--- src/osc_pkg.sv ---
`timescale 1ns / 1ps
// ----------------------------------------------------------------------------
// osc_pkg
// Shared types and constants of the output script classifier: widths, script
// opcodes, template lengths, class codes and the item and result records.
// ----------------------------------------------------------------------------
package osc_pkg;

  // Field widths.
  localparam int BYTE_W  = 8;
  localparam int LEN_W   = 14;
  localparam int TYPE_W  = 4;
  localparam int OFS_W   = 2;
  localparam int COUNT_W = 5;

  // Default upper bound on the script length.
  localparam int MAX_SCRIPT_BYTES_DFLT = 10000;

  // Class codes.
  localparam logic [TYPE_W-1:0] TYPE_NONSTD   = 4'd0;
  localparam logic [TYPE_W-1:0] TYPE_OPRETURN = 4'd1;
  localparam logic [TYPE_W-1:0] TYPE_P2PK33   = 4'd2;
  localparam logic [TYPE_W-1:0] TYPE_P2PK65   = 4'd3;
  localparam logic [TYPE_W-1:0] TYPE_P2PKH    = 4'd4;
  localparam logic [TYPE_W-1:0] TYPE_P2SH     = 4'd5;
  localparam logic [TYPE_W-1:0] TYPE_P2WPKH   = 4'd6;
  localparam logic [TYPE_W-1:0] TYPE_P2WSH    = 4'd7;
  localparam logic [TYPE_W-1:0] TYPE_P2TR     = 4'd8;
  localparam logic [TYPE_W-1:0] TYPE_MULTISIG = 4'd9;

  // Script opcodes and push lengths.
  localparam logic [BYTE_W-1:0] OP_0               = 8'h00;
  localparam logic [BYTE_W-1:0] PUSH_LEN20         = 8'h14;
  localparam logic [BYTE_W-1:0] PUSH_LEN32         = 8'h20;
  localparam logic [BYTE_W-1:0] PUSH_LEN33         = 8'h21;
  localparam logic [BYTE_W-1:0] PUSH_LEN65         = 8'h41;
  localparam logic [BYTE_W-1:0] OP_1               = 8'h51;
  localparam logic [BYTE_W-1:0] OP_16              = 8'h60;
  localparam logic [BYTE_W-1:0] OP_SMALLINT_BASE   = 8'h50;
  localparam logic [BYTE_W-1:0] OP_NULL_DATA       = 8'h6A;
  localparam logic [BYTE_W-1:0] OP_DUP             = 8'h76;
  localparam logic [BYTE_W-1:0] OP_EQ_CHECK        = 8'h87;
  localparam logic [BYTE_W-1:0] OP_EQ_VERIFY       = 8'h88;
  localparam logic [BYTE_W-1:0] OP_HASH20          = 8'hA9;
  localparam logic [BYTE_W-1:0] OP_SIG_CHECK       = 8'hAC;
  localparam logic [BYTE_W-1:0] OP_MULTI_SIG_CHECK = 8'hAE;

  // Whole-script lengths of the fixed templates.
  localparam logic [LEN_W-1:0] LEN_P2PK33       = 14'd35;
  localparam logic [LEN_W-1:0] LEN_P2PK65       = 14'd67;
  localparam logic [LEN_W-1:0] LEN_P2PKH        = 14'd25;
  localparam logic [LEN_W-1:0] LEN_P2SH         = 14'd23;
  localparam logic [LEN_W-1:0] LEN_P2WPKH       = 14'd22;
  localparam logic [LEN_W-1:0] LEN_WITNESS32    = 14'd34;
  localparam logic [LEN_W-1:0] LEN_MULTISIG_MIN = 14'd37;

  // One script byte request.
  typedef struct packed {
    logic [BYTE_W-1:0] script_byte;
    logic              is_last;
    logic              empty_script;
  } item_t;

  // One classification result.
  typedef struct packed {
    logic [TYPE_W-1:0]  type_code;
    logic [OFS_W-1:0]   payload_offset;
    logic [LEN_W-1:0]   payload_length;
    logic [LEN_W-1:0]   script_length;
    logic               too_long;
    logic [COUNT_W-1:0] sigs_required;
    logic [COUNT_W-1:0] keys_total;
  } result_t;

endpackage

--- src/osc_if.sv ---
`timescale 1ns / 1ps
// ----------------------------------------------------------------------------
// osc_in_if / osc_out_if
// Valid/ready channels of the output script classifier: script bytes in,
// classification results out.
// ----------------------------------------------------------------------------
interface osc_in_if;
  import osc_pkg::*;

  logic              valid;
  logic              ready;
  logic [BYTE_W-1:0] script_byte;
  logic              is_last;
  logic              empty_script;

  modport source (output valid, output script_byte, output is_last,
                  output empty_script, input ready);
  modport sink (input valid, input script_byte, input is_last,
                input empty_script, output ready);
endinterface

interface osc_out_if;
  import osc_pkg::*;

  logic               valid;
  logic               ready;
  logic [TYPE_W-1:0]  type_code;
  logic [OFS_W-1:0]   payload_offset;
  logic [LEN_W-1:0]   payload_length;
  logic [LEN_W-1:0]   script_length;
  logic               too_long;
  logic [COUNT_W-1:0] sigs_required;
  logic [COUNT_W-1:0] keys_total;

  modport source (output valid, output type_code, output payload_offset,
                  output payload_length, output script_length, output too_long,
                  output sigs_required, output keys_total, input ready);
  modport sink (input valid, input type_code, input payload_offset,
                input payload_length, input script_length, input too_long,
                input sigs_required, input keys_total, output ready);
endinterface

--- src/osc_core.sv ---
`timescale 1ns / 1ps
// ----------------------------------------------------------------------------
// osc_core
// Per-script state of the classifier. Each stepped byte updates the position,
// the template match flags, the first and last two bytes and the multisig push
// walk; the ending request also produces the classification and clears state.
// ----------------------------------------------------------------------------
module osc_core #(
  parameter int MAX_SCRIPT_BYTES = osc_pkg::MAX_SCRIPT_BYTES_DFLT
) (
  input  logic            clk,
  input  logic            rst,
  input  logic            step,
  input  osc_pkg::item_t  item,
  output logic            res_valid,
  output osc_pkg::result_t res
);
  import osc_pkg::*;

  // Bits of the template match flags.
  localparam int F_PK33    = 0;
  localparam int F_PK65    = 1;
  localparam int F_PKH     = 2;
  localparam int F_SH      = 3;
  localparam int F_WPKH    = 4;
  localparam int F_WSH     = 5;
  localparam int F_TR      = 6;
  localparam int F_INRANGE = 7;

  localparam logic [LEN_W-1:0] MAX_LEN = LEN_W'(MAX_SCRIPT_BYTES);

  // Current state.
  logic [LEN_W-1:0]    pos;
  logic [7:0]          flags;
  logic [BYTE_W-1:0]   first_byte;
  logic [15:0]         last_two;
  logic [LEN_W-1:0]    next_push;
  logic [3:0]          pending;
  logic                bad_push;
  logic [COUNT_W-1:0]  key_count;

  // State after this byte.
  logic [LEN_W-1:0]    pos_next;
  logic [7:0]          flags_next;
  logic [BYTE_W-1:0]   first_byte_next;
  logic [15:0]         last_two_next;
  logic [LEN_W-1:0]    next_push_next;
  logic [3:0]          pending_next;
  logic                bad_push_next;
  logic [COUNT_W-1:0]  key_count_next;

  logic ends;

  assign ends      = item.empty_script | item.is_last;
  assign res_valid = step & ends;

  // Byte update: templates, first byte and the multisig push walk.
  always_comb begin
    logic [BYTE_W-1:0] b;
    logic [1:0]        old;
    logic [1:0]        mark;
    logic [LEN_W:0]    nx;

    b               = item.script_byte;
    old             = pending[3:2];
    mark            = 2'b00;
    nx              = '0;
    pos_next        = pos;
    flags_next      = flags;
    first_byte_next = first_byte;
    last_two_next   = last_two;
    next_push_next  = next_push;
    pending_next    = pending;
    bad_push_next   = bad_push;
    key_count_next  = key_count;

    if (!item.empty_script) begin
      last_two_next = {last_two[7:0], b};
      if (pos >= MAX_LEN) begin
        flags_next[F_INRANGE] = 1'b0;
      end else begin
        if (pos == '0) begin
          first_byte_next = b;
        end
        // Fixed-layout template checks at their byte positions.
        case (pos)
          14'd0: begin
            if (b != PUSH_LEN33) flags_next[F_PK33] = 1'b0;
            if (b != PUSH_LEN65) flags_next[F_PK65] = 1'b0;
            if (b != OP_DUP) flags_next[F_PKH] = 1'b0;
            if (b != OP_HASH20) flags_next[F_SH] = 1'b0;
            if (b != OP_0) begin
              flags_next[F_WPKH] = 1'b0;
              flags_next[F_WSH]  = 1'b0;
            end
            if (b != OP_1) flags_next[F_TR] = 1'b0;
          end
          14'd1: begin
            if (b != OP_HASH20) flags_next[F_PKH] = 1'b0;
            if (b != PUSH_LEN20) begin
              flags_next[F_SH]   = 1'b0;
              flags_next[F_WPKH] = 1'b0;
            end
            if (b != PUSH_LEN32) begin
              flags_next[F_WSH] = 1'b0;
              flags_next[F_TR]  = 1'b0;
            end
          end
          14'd2: begin
            if (b != PUSH_LEN20) flags_next[F_PKH] = 1'b0;
          end
          14'd22: begin
            if (b != OP_EQ_CHECK) flags_next[F_SH] = 1'b0;
          end
          14'd23: begin
            if (b != OP_EQ_VERIFY) flags_next[F_PKH] = 1'b0;
          end
          14'd24: begin
            if (b != OP_SIG_CHECK) flags_next[F_PKH] = 1'b0;
          end
          14'd34: begin
            if (b != OP_SIG_CHECK) flags_next[F_PK33] = 1'b0;
          end
          14'd66: begin
            if (b != OP_SIG_CHECK) flags_next[F_PK65] = 1'b0;
          end
          default: begin
          end
        endcase

        // A push mark two positions back is now known to lie before the
        // closing opcode, so it counts as a key or as a bad push.
        if (old[0] && !bad_push) begin
          if (old[1]) begin
            bad_push_next = 1'b1;
          end else if (key_count != '1) begin
            key_count_next = key_count + COUNT_W'(1);
          end
        end

        // Walk from one key push to the next.
        if (pos != '0 && pos == next_push) begin
          mark[0] = 1'b1;
          if (b == PUSH_LEN33 || b == PUSH_LEN65) begin
            nx = {1'b0, pos} + (LEN_W+1)'(1) + (LEN_W+1)'(b);
            next_push_next = (nx > {1'b0, MAX_LEN}) ? MAX_LEN : nx[LEN_W-1:0];
          end else begin
            mark[1] = 1'b1;
          end
        end
        pending_next = {pending[1:0], mark};
        pos_next     = pos + LEN_W'(1);
      end
    end
  end

  // Classification from the updated state.
  always_comb begin
    logic [BYTE_W-1:0] lastb;
    logic [BYTE_W-1:0] nb;
    logic [BYTE_W-1:0] m_full;
    logic [BYTE_W-1:0] n_full;
    logic              is_multi;

    lastb  = last_two_next[7:0];
    nb     = last_two_next[15:8];
    m_full = first_byte_next - OP_SMALLINT_BASE;
    n_full = nb - OP_SMALLINT_BASE;
    is_multi = (pos_next >= LEN_MULTISIG_MIN) && (lastb == OP_MULTI_SIG_CHECK) &&
               (first_byte_next >= OP_1) && (first_byte_next <= OP_16) &&
               (nb >= OP_1) && (nb <= OP_16) && (first_byte_next <= nb) &&
               !bad_push_next && pending_next[2] &&
               (key_count_next == n_full[COUNT_W-1:0]);

    res.type_code      = TYPE_NONSTD;
    res.payload_offset = '0;
    res.payload_length = pos_next;
    res.script_length  = pos_next;
    res.too_long       = ~flags_next[F_INRANGE];
    res.sigs_required  = '0;
    res.keys_total     = '0;

    if (!flags_next[F_INRANGE]) begin
      res.type_code = TYPE_NONSTD;
    end else if (pos_next != '0 && first_byte_next == OP_NULL_DATA) begin
      res.type_code      = TYPE_OPRETURN;
      res.payload_length = '0;
    end else if (pos_next == LEN_P2PK33 && flags_next[F_PK33]) begin
      res.type_code      = TYPE_P2PK33;
      res.payload_offset = OFS_W'(1);
      res.payload_length = LEN_W'(33);
    end else if (pos_next == LEN_P2PK65 && flags_next[F_PK65]) begin
      res.type_code      = TYPE_P2PK65;
      res.payload_offset = OFS_W'(1);
      res.payload_length = LEN_W'(65);
    end else if (pos_next == LEN_P2PKH && flags_next[F_PKH]) begin
      res.type_code      = TYPE_P2PKH;
      res.payload_offset = OFS_W'(3);
      res.payload_length = LEN_W'(20);
    end else if (pos_next == LEN_P2SH && flags_next[F_SH]) begin
      res.type_code      = TYPE_P2SH;
      res.payload_offset = OFS_W'(2);
      res.payload_length = LEN_W'(20);
    end else if (pos_next == LEN_P2WPKH && flags_next[F_WPKH]) begin
      res.type_code      = TYPE_P2WPKH;
      res.payload_offset = OFS_W'(2);
      res.payload_length = LEN_W'(20);
    end else if (pos_next == LEN_WITNESS32 && flags_next[F_WSH]) begin
      res.type_code      = TYPE_P2WSH;
      res.payload_offset = OFS_W'(2);
      res.payload_length = LEN_W'(32);
    end else if (pos_next == LEN_WITNESS32 && flags_next[F_TR]) begin
      res.type_code      = TYPE_P2TR;
      res.payload_offset = OFS_W'(2);
      res.payload_length = LEN_W'(32);
    end else if (is_multi) begin
      res.type_code     = TYPE_MULTISIG;
      res.sigs_required = m_full[COUNT_W-1:0];
      res.keys_total    = n_full[COUNT_W-1:0];
    end
  end

  // State registers; the ending request returns them to the start values.
  always_ff @(posedge clk) begin
    if (rst || (step && ends)) begin
      pos        <= '0;
      flags      <= '1;
      first_byte <= '0;
      last_two   <= '0;
      next_push  <= LEN_W'(1);
      pending    <= '0;
      bad_push   <= 1'b0;
      key_count  <= '0;
    end else if (step) begin
      pos        <= pos_next;
      flags      <= flags_next;
      first_byte <= first_byte_next;
      last_two   <= last_two_next;
      next_push  <= next_push_next;
      pending    <= pending_next;
      bad_push   <= bad_push_next;
      key_count  <= key_count_next;
    end
  end

endmodule

--- src/output_script_classifier.sv ---
`timescale 1ns / 1ps
// ----------------------------------------------------------------------------
// output_script_classifier
// Sorts a transaction output script, streamed one byte per request, into a
// standard template class and reports where its payload lies.
// ----------------------------------------------------------------------------
// The block takes one script byte request in every cycle. A request is held
// in an input register, then the classifier state is updated and, on the
// request that ends a script (last byte or empty script), one result is
// written into a two-entry result buffer, whose head is shown on the result
// port. The input stalls only when a registered ending request finds both
// result buffer entries still waiting to be taken.
// Scripts longer than MAX_SCRIPT_BYTES are reported as nonstandard with the
// too_long flag set and the lengths held at the maximum.
// ----------------------------------------------------------------------------
module output_script_classifier #(
  parameter int MAX_SCRIPT_BYTES = osc_pkg::MAX_SCRIPT_BYTES_DFLT
) (
  input  logic    clk,
  input  logic    rst,
  osc_in_if.sink  script,
  osc_out_if.source result
);
  import osc_pkg::*;

  // Input register.
  logic    in_valid;
  item_t   in_item;
  logic    step;
  logic    step_ends;

  // Result buffer: head is shown on the port, tail holds a second result.
  result_t head;
  result_t tail;
  logic [1:0] count;
  logic       buf_full;
  logic       push;
  logic       pop;

  logic    core_valid;
  result_t core_res;

  assign buf_full  = (count == 2'd2);
  assign step_ends = in_item.empty_script | in_item.is_last;
  assign step      = in_valid & (~step_ends | ~buf_full);
  assign script.ready = ~in_valid | step;

  // Capture an accepted request.
  always_ff @(posedge clk) begin
    if (rst) begin
      in_valid <= 1'b0;
    end else if (script.valid && script.ready) begin
      in_valid <= 1'b1;
    end else if (step) begin
      in_valid <= 1'b0;
    end
  end

  always_ff @(posedge clk) begin
    if (script.valid && script.ready) begin
      in_item.script_byte  <= script.script_byte;
      in_item.is_last      <= script.is_last;
      in_item.empty_script <= script.empty_script;
    end
  end

  osc_core #(
    .MAX_SCRIPT_BYTES(MAX_SCRIPT_BYTES)
  ) u_core (
    .clk      (clk),
    .rst      (rst),
    .step     (step),
    .item     (in_item),
    .res_valid(core_valid),
    .res      (core_res)
  );

  assign push = core_valid;
  assign pop  = result.valid & result.ready;

  // Result buffer occupancy.
  always_ff @(posedge clk) begin
    if (rst) begin
      count <= 2'd0;
    end else begin
      count <= count + 2'(push) - 2'(pop);
    end
  end

  // Result buffer data.
  always_ff @(posedge clk) begin
    if (count == 2'd0 || (count == 2'd1 && pop)) begin
      if (push) head <= core_res;
    end else if (count == 2'd1) begin
      if (push) tail <= core_res;
    end else if (pop) begin
      head <= tail;
    end
  end

  assign result.valid          = (count != 2'd0);
  assign result.type_code      = head.type_code;
  assign result.payload_offset = head.payload_offset;
  assign result.payload_length = head.payload_length;
  assign result.script_length  = head.script_length;
  assign result.too_long       = head.too_long;
  assign result.sigs_required  = head.sigs_required;
  assign result.keys_total     = head.keys_total;

endmodule

--- src/flat_wrapper.sv ---
// flat-port wrapper written by rule: the top's interface ports become plain ports
module output_script_classifier_flat import osc_pkg::*;
#(
  parameter int MAX_SCRIPT_BYTES = osc_pkg::MAX_SCRIPT_BYTES_DFLT
)
  (clk, rst, script_valid, script_script_byte, script_is_last, script_empty_script, script_ready, result_valid, result_type_code, result_payload_offset, result_payload_length, result_script_length, result_too_long, result_sigs_required, result_keys_total, result_ready);
  osc_in_if script_i ();
  osc_out_if result_i ();
  input  logic clk;
  input  logic rst;
  input wire logic [$bits(script_i.valid)-1:0] script_valid;
  input wire logic [$bits(script_i.script_byte)-1:0] script_script_byte;
  input wire logic [$bits(script_i.is_last)-1:0] script_is_last;
  input wire logic [$bits(script_i.empty_script)-1:0] script_empty_script;
  output wire logic [$bits(script_i.ready)-1:0] script_ready;
  output wire logic [$bits(result_i.valid)-1:0] result_valid;
  output wire logic [$bits(result_i.type_code)-1:0] result_type_code;
  output wire logic [$bits(result_i.payload_offset)-1:0] result_payload_offset;
  output wire logic [$bits(result_i.payload_length)-1:0] result_payload_length;
  output wire logic [$bits(result_i.script_length)-1:0] result_script_length;
  output wire logic [$bits(result_i.too_long)-1:0] result_too_long;
  output wire logic [$bits(result_i.sigs_required)-1:0] result_sigs_required;
  output wire logic [$bits(result_i.keys_total)-1:0] result_keys_total;
  input wire logic [$bits(result_i.ready)-1:0] result_ready;
  assign script_i.valid = script_valid;
  assign script_i.script_byte = script_script_byte;
  assign script_i.is_last = script_is_last;
  assign script_i.empty_script = script_empty_script;
  assign script_ready = script_i.ready;
  assign result_valid = result_i.valid;
  assign result_type_code = result_i.type_code;
  assign result_payload_offset = result_i.payload_offset;
  assign result_payload_length = result_i.payload_length;
  assign result_script_length = result_i.script_length;
  assign result_too_long = result_i.too_long;
  assign result_sigs_required = result_i.sigs_required;
  assign result_keys_total = result_i.keys_total;
  assign result_i.ready = result_ready;
  output_script_classifier #(.MAX_SCRIPT_BYTES(MAX_SCRIPT_BYTES)) u_core (.clk(clk), .rst(rst), .script(script_i), .result(result_i));
endmodule
--- config.mk ---
export PLATFORM = sky130hd
export DESIGN_NAME = output_script_classifier_flat
export DESIGN_NICKNAME = d
export VERILOG_FILES = /design/src/osc_pkg.sv /design/src/osc_if.sv /design/src/osc_core.sv /design/src/output_script_classifier.sv /design/src/flat_wrapper.sv
export SDC_FILE = /design/constraint.sdc
export NUM_CORES = 1
export LEC_CHECK = 0
export BUFFER_PORTS_ARGS = -buffer_cell sky130_fd_sc_hd__buf_2
export CAP_MARGIN = 20
export CORE_ASPECT_RATIO = 1.5
export CORE_MARGIN = 4
export CORE_UTILIZATION = 35
export CTS_BUF_LIST = sky130_fd_sc_hd__clkbuf_8
export DETAILED_ROUTE_END_ITERATION = 10
export SYNTH_ARGS = -nofsm -noshare
export SYNTH_HDL_FRONTEND = slang
export SYNTH_HIERARCHICAL = 1
export SYNTH_SLANG_ARGS = --single-unit
--- constraint.sdc ---
create_clock -name clk -period 6.9 [get_ports clk]
set_clock_uncertainty 0.15 [all_clocks]
set_input_delay 1.38 -clock clk [delete_from_list [all_inputs] [get_ports clk]]
set_output_delay 1.38 -clock clk [all_outputs]
set_load 0.005 [all_outputs]
Yosys cells after proc, flatten, opt, wreduce, memory -nomap -nowiden. Index checks and enable logic that the tools add are counted.

Logic and storage cells: 203. Bits in registers: 173. Bits of input ports: 14.

Eq/ne operators: 34. Add/subtract/negate cells: 8. Reductions and logical operators: 39. Mux-type cells: 73. $lt $le $gt $ge: 8. Bitwise logic cells: 13.

Operators by type and width (number): 45-bit two-way mux (4); 20-bit two-way mux (6); 10-bit two-way mux (10); 14-bit by 5-bit == test with 1-bit output (second input constant) (6); 14-bit two-way mux (4); 16-bit two-way mux (3); 14-bit by 6-bit == test with 1-bit output (second input constant) (3); 8-bit two-way mux (4); 8-bit != test (second input constant) (4); 14-bit by 7-bit == test with 1-bit output (second input constant) (2); 14-bit nonzero test (2); 5-bit two-way mux (5); 8-bit by 7-bit != test with 1-bit output (second input constant) (3); 1-bit logical AND (22); 1-bit two-way mux (20); 8-bit by 7-bit == test with 1-bit output (second input constant) (2); 8-bit by 7-bit greater-or-equal comparator with 1-bit output (second input constant) (2); 8-bit by 7-bit <= comparator with 1-bit output (second input constant) (2); 4-bit two-way mux (4); 8-bit by 6-bit != test with 1-bit output (second input constant) (2); 14-bit by 1-bit adder with 15-bit output (second input constant) (1); 15-bit by 8-bit adder with 15-bit output (1); 15-bit by 14-bit greater-than comparator with 1-bit output (second input constant) (1); 14-bit by 1-bit adder with 14-bit output (second input constant) (1); 37 further kinds (61).

Logic depth before layout (Yosys ltp). Gate-level depths: netlist (run 1).

Depth in word-level cells: 25. Gate-level depth with buffers: 20. Depth with buffers taken out: 18.

By module. The synthesis (run 1) kept the hierarchy.

Modules (own cells, without submodules): osc_core (cells each 764, instances 1, sequential area each 1401.3 sq um, area an instance 5825.6 sq um); output_script_classifier (cells each 174, instances 1, sequential area each 3062.9 sq um, area an instance 3753.6 sq um).

Least setup slack after synthesis (run 1). Ideal clock, no wire load.

Path kind: input-to-reg. From: in result_ready. To: reg u_core/tail[0] in the netlist's numbering (enable). Data required time: 6190 ps. Setup time: 560 ps. Stages on the path: 1. Slack: 377 ps. Arrival time: 5814 ps. Cells stage by stage: nor4_1.

Word-level cells in the longest chain between the ends: 5.

RTL lines: from (decl) (line flat_wrapper.sv:24) `input wire logic [$bits(result_i.ready)-1:0] result_ready;`; 1-bit AND (line output_script_classifier.sv:79) `assign pop = result.valid & result.ready;`; 1-bit logical AND (line output_script_classifier.sv:92) `if (count == 2'd0 || (count == 2'd1 && pop)) begin`; 1-bit logical OR (line output_script_classifier.sv:92); 1-bit inverter (no line); 3-bit AND reduction (no line); to (signal assigned) (line output_script_classifier.sv:95) `if (push) tail <= core_res;`; to (decl) (line output_script_classifier.sv:34) `result_t tail;`.

Every way passes these cells. A chain may end at the register's enable or synchronous reset.

==> results of run 1 <==
## metrics by stage
stage / area (µm²) / setup WS (ns) / std cells
global placement: 10130 / 2.114 / 1292
finish: 10530 / 1.970 / 1324
CTS: 10530 / 1.975 / 1324
global route: 10530 / 1.638 / 1324
floorplan: 9579 / 0.3765 / 938
detailed placement: 10140 / 2.015 / 1293
## metal layers
layer  track usage  vias up
met5             0        -
met4       0.07150        0
met3       0.03307       44
met2        0.2674      184
met1        0.1993     3480
li1              -     3523
## layout by cell type, fill, tap and decap left out, types with 29 or more instances in the layout
cell      instances
nand4_1          29
inv_1            32
buf_2            60
xor2_1           32
nor2_1           98
edfxtp_1        100
a21oi_1          41
mux2_2           49
dfxtp_1          73
nand2_1          65
## power by group through the flow
stage	combinational (mW)	clock (mW)	sequential, mW
detailed placement	0.535	0	1.35
global route	0.587	0.781	1.34
finish	0.529	0.712	1.32
CTS	0.538	0.740	1.33
floorplan	0.333	0	1.35
global placement	0.532	0	1.34
## synthesized netlist by cell type, drive strengths merged (17+ instances only)
| cell | count |
|---|---|
| nand3 | 25 |
| edfxtp | 100 |
| nor2 | 98 |
| buf | 20 |
| xnor2 | 25 |
| mux2i | 27 |
| xor2 | 32 |
| mux2 | 52 |
| inv | 32 |
| nand2 | 65 |
| nand4 | 29 |
| o21ai | 28 |
| nor4 | 18 |
| a21oi | 42 |
| ha | 23 |
| nor3 | 23 |
| dfxtp | 73 |
| clkbuf | 33 |
| a211oi | 17 |
## final cells by class
cell class	count	area, µm²	share of cell area
timing repair buffer	71	386.6	0.03671
clock buffer	18	247.7	0.02352
sequential	173	4464	0.4239
inverter	33	123.9	0.01176
clock inverter	13	141.4	0.01343
multi-input combinational	679	4746	0.4506
tap	337	421.7	0.04004
## path summary, 6_finish.rpt
path / depth (start not counted) / startpoint / endpoint / slack [ns]
worst min register to register: 2 / u_core/u_core/flags[4]$_SDFFE_PP1P_ / u_core/u_core/flags[4]$_SDFFE_PP1P_ / 0.30
worst min-delay path: 2 / u_core/u_core/flags[4]$_SDFFE_PP1P_ / u_core/u_core/flags[4]$_SDFFE_PP1P_ / 0.30
worst max-delay path: 17 / u_core/u_core/pos[4]$_SDFFE_PP0P_ / u_core/result.sigs_required[1]$_DFFE_PP_ / 1.97
worst max register to register: 17 / u_core/u_core/pos[4]$_SDFFE_PP0P_ / u_core/result.sigs_required[1]$_DFFE_PP_ / 1.97
## kinds of logic after synthesis
kind of cell,Yosys count,synth area share
DFF,173,0.4660
muxes,79,0.08934
xor gates and xnor gates,57,0.05212
adders and majority gates,24,0.03213
and+or+nand+nor,352,0.1947
buffers and inverters,86,0.03971
AOI/OAI and AO/OA,167,0.1259
## flip-flops by register name, summed over array words and instances (netlist names), 8 cells and up
register and count:
u_core/u_core/pos 14, u_core/u_core/first_byte 8, u_core/tail 45, u_core/in_item 10
u_core/result.script_length 14, u_core/u_core/last_two 16, u_core/u_core/next_push 14, u_core/result.payload_length 14
u_core/u_core/flags 8
## critical path, delay by kind of cell, from the launching register on
family                   cells  cell delay [ns]
AO/OA/AOI/OAI                5             1.22
buffers and inverters        2             0.32
flip-flops                   1             0.54
AND/OR/NAND/NOR              7             1.80
adder cells (fa/ha/maj)      1             0.29
multiplexers                 2             0.48
==> impl_metrics.yaml, run 1 <==
status:
  outcome: "finished clean"
detailed_routing:
  finalWirelength_um: 23620
  met2WireLength_um: 11560
  iteration_0_drc_markers: 434
  topRoutingLayerUsed: "met4"
  routedLengthMet1_um: 10190
  vias_per_cell: 5.461
  detail_route.wl_per_cell_um: 17.84
  met3_wirelength_um: 1082
  detailedRoute.firstPassIterationCount: 5
  postRouteAntennaNets: 0
  dr_total_vias: 7231
  drc_errors: 0
sta:
  slew_headroom: 0.3629
  timing.final.crit_share: 0.7144
  tightest_slew_ns: 0.9453
  setup_viol: 0
  final_period_minus_worst_setup_slack_ns: 4.930
  timing.final.max_slew_violations: 0
  grt_setup_unrepaired: "no"
  final_hold_viol_count: 0
  setup_tns_ns: 0
  fmaxAchievable_mhz: 202.9
  finalHoldWorstSlack_ns: 0.3009
die:
  core.rowCount: 73
  initial_utilization: 0.3579
  fp.dieArea_um2: 30130
  core_region_area_um2: 26760
  pin_count: 61
  floorplan.die.width_um: 143.1
  die_h_um: 210.6
setup_path:
  slowest_delay_ns: 0.70
  timing.setup.critical_path_class: "reg2reg"
  worst_path_most_repeated_cell: "o21ai_0"
  crit_arrival_ns: 5.15
  critical-path-slowest-cell: "or4_4"
  critPathRequiredTime_ns: 7.12
  series_of_cell_instances_along_the_critical_path: "or4_4, a211o_1, nor3_1, buf_4, mux2i_1, inv_1, ha_1, nor2b_1, o21ai_0, nand2b_1, a21oi_1, o21ai_0, a2111oi_2, and3_2, nand3_4, nor3_2, mux2_1"
  cp_max_fo: 22
  worstSetupStartpointType: "flop"
  worst_setup_path_end_kind: "flop"
power_and_ir_drop:
  netSwitchingFraction: 0.2901
  clkPwrFrac: 0.278
  internal_power_mw: 1.820
  power.leakage_nw: 3.939
  power_per_cell_area_nw_per_um2: 243.5
  net_sw_power_mw: 0.7439
  power_frac_seq: 0.516
  ir_drop_mv: 0.1837
  power.combinational.fraction: 0.206
  totalPowerFinal_mw: 2.564
placed_design:
  buffer_ports.inserted: 60
  gp_weighted_congestion: 0.9127
  dp_hpwl_um: 16940
cells_and_area:
  layout.filler_cells: 2637
  fin_util: 0.3935
  share_of_final_layout_standard_cells_stronger_than_drive_strength_1: 0.1864
  area_growth_pct: 9.940
  antenna_cells_inserted: 0
  finalNetCount: 1013
clock_tree:
  ctsHoldBuffers: 0
  postCtsSetupBuffers: 0
  cts.clk_slew.worst_paths_ns: 0.10
  cts_tree: "done"
  cts-buffers-inserted: 17
  cts.htree.levels: 4
  clk_latency_ns: 0.50
  clockRootBuffer: "clkbuf_8"
  clk_path_buf_depth: 2
  cts-resized-gates: 0
  cts.sinks: 173
grt:
  grt_first_pass_wirelength_um: 38140
  grt_antenna_before_repair: 0
  groute.usage.overall: 0.1604
  first_global_vias: 7115
  grt_start_max_net_pins: 46
  globalRouteOverflowTotal: 0
synth:
  yosys.cell_types.count: 78
  synth_enable_flop_cells: 100
  syn_nets: 976
  synth_top_cells_by_area: "edfxtp_1 31%, dfxtp_1 15%, mux2_2 5.8%"
  synth_ff_type: "edfxtp_1"
  synth_seq_cells: 173
  yosys_top_cell_area_share: 0.3135
  mappedNetlistArea_um2: 9579
  postSynth.asyncResetShare: 0
  synth-warning-count: 6
  avgSynthCellArea_um2: 10.21
  synth_cells: 938
  post-synth-top-area-cell: "edfxtp_1"
  ys_seq_area_frac: 0.4660
job:
  maxCapViolations: 0
min_path:
  hp-class: "reg2reg"
(Power assumes the default switching activity.)
==> inputs of run 2 (changes only) <==
ABC_AREA = 1   (was not set)
clock period = 4.4 ns   (was 6.9 ns; I/O delays follow)
==> run 2 against run 1 <==
Against the previous run: maximum frequency up 25%; die area rose by 2.2%; register-to-register slack got worse by 1.5 ns; critical path type unchanged; largest cell class unchanged; highest routed layer unchanged.
==> impl_metrics.yaml, run 2 <==
placed_design:
  buffer_ports.inserted: 60
  dp_hpwl_um: 18570
  gp_weighted_congestion: 0.9063
  place_inst: 1633
setup_path:
  critPathRequiredTime_ns: 4.60
  worstSetupStartpointType: "flop"
  crit_arrival_ns: 4.14
  ff2ff_setup_slack_ns: 0.46
  timing.setup.critical_path_class: "reg2reg"
  worst_setup_path_end_kind: "flop"
  cp_max_fo: 16
die:
  core.rowCount: 74
  initial_utilization: 0.3577
  die_h_um: 213.0
  core_region_area_um2: 27410
  floorplan.die.width_um: 144.6
  fp.dieArea_um2: 30810
  pin_count: 61
grt:
  met2_track_utilization_from_global_routing: 0.2918
  globalRoute.busiestLayer: "met2"
  global_route.usage.met1: 0.1970
  groute.usage.overall: 0.1657
  first_global_vias: 7990
  grt_start_max_net_pins: 50
  met3_usage_in_global_routing: 0.03070
  grt_first_pass_wirelength_um: 40460
  globalRouteOverflowTotal: 0
  grt_antenna_before_repair: 0
cells_and_area:
  layout.filler_cells: 2865
  antenna_cells_inserted: 0
  biggest_register: "u_core/tail"
  finalNetCount: 1348
  mostFrequentLayoutCell: "nand2_1"
  layout.area.seq_um2: 4464
  largest_register_ff_count: 45
  commonest_non_fill_non_tap_cells_in_the_layout: "314 x nand2_1, 150 x inv_1, 118 x nand3_1"
  share_of_final_layout_standard_cells_stronger_than_drive_strength_1: 0.1285
  finish.cell_count_without_fillers: 1665
  largestRegisters: "u_core/tail: 45 flops, u_core/u_core/last_two: 16 flops"
  area_growth_pct: 9.777
  multi_input_area_um2: 4481
clock_tree:
  cts-resized-gates: 0
  clk_latency_ns: 0.49
  cts.htree.levels: 4
  clk_path_buf_depth: 2
  cts.sinks: 173
  postCtsSetupBuffers: 0
  cts.clk_slew.worst_paths_ns: 0.09
  clockRootBuffer: "clkbuf_8"
  cts_tree: "done"
  cts-buffers-inserted: 17
  ctsHoldBuffers: 0
detailed_routing:
  drc_errors: 0
  postRouteAntennaNets: 0
  detail_route.wl_per_cell_um: 14.97
  finalWirelength_um: 24930
  vias_per_cell: 5.028
  detailedRoute.firstPassIterationCount: 5
  dr_total_vias: 8372
  iteration_0_drc_markers: 520
synth:
  synth_top_cells_by_area: "edfxtp_1 31%, dfxtp_1 15%, nand2_1 12%"
  synth_most_common_cell: "nand2_1"
  synth-warning-count: 6
  yosys_top_cell_area_share: 0.3063
  avgSynthCellArea_um2: 7.762
  ranking_of_synthesized_cells_by_instance_count: "314 x nand2_1, 145 x inv_1, 118 x nand3_1, 113 x nor2_1, 100 x edfxtp_1"
  synth_enable_flop_cells: 100
  mappedNetlistArea_um2: 9803
  synth_ff_type: "edfxtp_1"
  synth_seq_cells: 173
  synth_cells: 1263
  post-synth-top-area-cell: "edfxtp_1"
  postSynth.asyncResetShare: 0
  yosys.cell_types.count: 46
  syn_nets: 1301
  ys_seq_area_frac: 0.4554
power_and_ir_drop:
  totalPowerFinal_mw: 4.742
  netSwitchingFraction: 0.3628
  power_per_cell_area_nw_per_um2: 440.6
  power_frac_seq: 0.457
  power.leakage_nw: 4.765
  ir_drop_mv: 0.1822
  internal_power_mw: 3.022
  clkPwrFrac: 0.219
  power.combinational.fraction: 0.323
  net_sw_power_mw: 1.720
job:
  maxCapViolations: 0
status:
  outcome: "finished clean"
sta:
  setup_tns_ns: 0
  finalHoldWorstSlack_ns: 0.2993
  grt_setup_unrepaired: "no"
  final_hold_viol_count: 0
  timing.final.max_slew_violations: 0
  timing.final.crit_share: 0.8946
  fmaxAchievable_mhz: 254.0
  slew_headroom: 0.3687
  tightest_slew_ns: 0.9437
  final_period_minus_worst_setup_slack_ns: 3.936
  setup_viol: 0
min_path:
  hp-class: "reg2reg"
-- run 2: changes by cell type after synthesis, sizes merged, moves of 18 or more --
cell,delta
a21oi,+43
inv,+124
mux2,-52
mux2i,-27
nand2,+263
nand3,+98
nor2,+38
o21ai,+61
xnor2,-18
xor2,-20
-- run 2: power groups by stage --
stage / combinational, mW / sequential [mW] / clock, mW
6_report: 1.53 / 2.17 / 1.04
5_1_grt: 1.74 / 2.20 / 1.14
4_1_cts: 1.55 / 2.17 / 1.09
3_5_place_dp: 1.54 / 2.21 / 0
3_3_place_gp: 1.53 / 2.20 / 0
2_1_floorplan: 1.06 / 2.20 / 0
-- run 2: stage by stage --
step	cell area [µm²]	util	setup WS, ns
CTS	10760	0.3927	0.3919
detailed placement	10410	0.3798	0.4297
global route	10760	0.3927	0.02171
global placement	10410	0.3798	0.5671
finish	10760	0.3927	0.4637
floorplan	9803	-	0.3230
-- run 2: logic make-up (layout without fill, tap and decap cells) --
family / after synthesis / in the layout / synth area share
fa+ha+maj: 24 / 24 / 0.03140
xor+xnor: 19 / 19 / 0.01698
flops: 173 / 173 / 0.4554
buf+inv: 208 / 268 / 0.09011
compound gates: 200 / 200 / 0.1118
simple gates: 639 / 639 / 0.2943
-- run 2: final timing paths --
| kind | to | startpoint | cells past startpoint |
|---|---|---|---|
| hold / removal | u_core/u_core/flags[2]$_SDFFE_PP1P_ | u_core/u_core/flags[2]$_SDFFE_PP1P_ | 2 |
| setup / recovery | u_core/result.keys_total[1]$_DFFE_PP_ | u_core/u_core/pos[1]$_SDFFE_PP0P_ | 23 |
| setup reg to reg | u_core/result.keys_total[1]$_DFFE_PP_ | u_core/u_core/pos[1]$_SDFFE_PP0P_ | 23 |
| hold reg to reg | u_core/u_core/flags[2]$_SDFFE_PP1P_ | u_core/u_core/flags[2]$_SDFFE_PP1P_ | 2 |
-- run 2: cell type report --
class	instances	share of cell area
repair buffers	77	0.04093
multi-input cells	882	0.4163
well taps	342	0.03976
inverters	159	0.05546
clock buffers	17	0.02174
flip-flops and latches	173	0.4148
clock inverters	15	0.01093
-- run 2: worst max-delay path: stages (launching register included) --
cell,delay (ns)
dfxtp_1,0.41
inv_1,0.16
ha_1,0.20
nand2_2,0.08
nor3_4,0.30
nand2_4,0.20
o21ai_1,0.25
inv_1,0.14
ha_1,0.29
nand2_1,0.04
nor2_1,0.15
nand4_1,0.10
nand2_1,0.09
nand2_1,0.05
nor2_1,0.12
nand2_1,0.06
nor2_1,0.09
nand2_1,0.06
nor2_1,0.10
nand3_2,0.09
nand3b_4,0.28
nor2_2,0.17
nand3_1,0.08
nand2_1,0.11
-- run 2: layer usage --
| metal | up-vias | routed length (µm) |
|---|---|---|
| met4 | 0 | 725 |
| met5 | - | 0 |
| li1 | 4260 | - |
| met1 | 3858 | 10490 |
| met3 | 41 | 980 |
| met2 | 213 | 12730 |
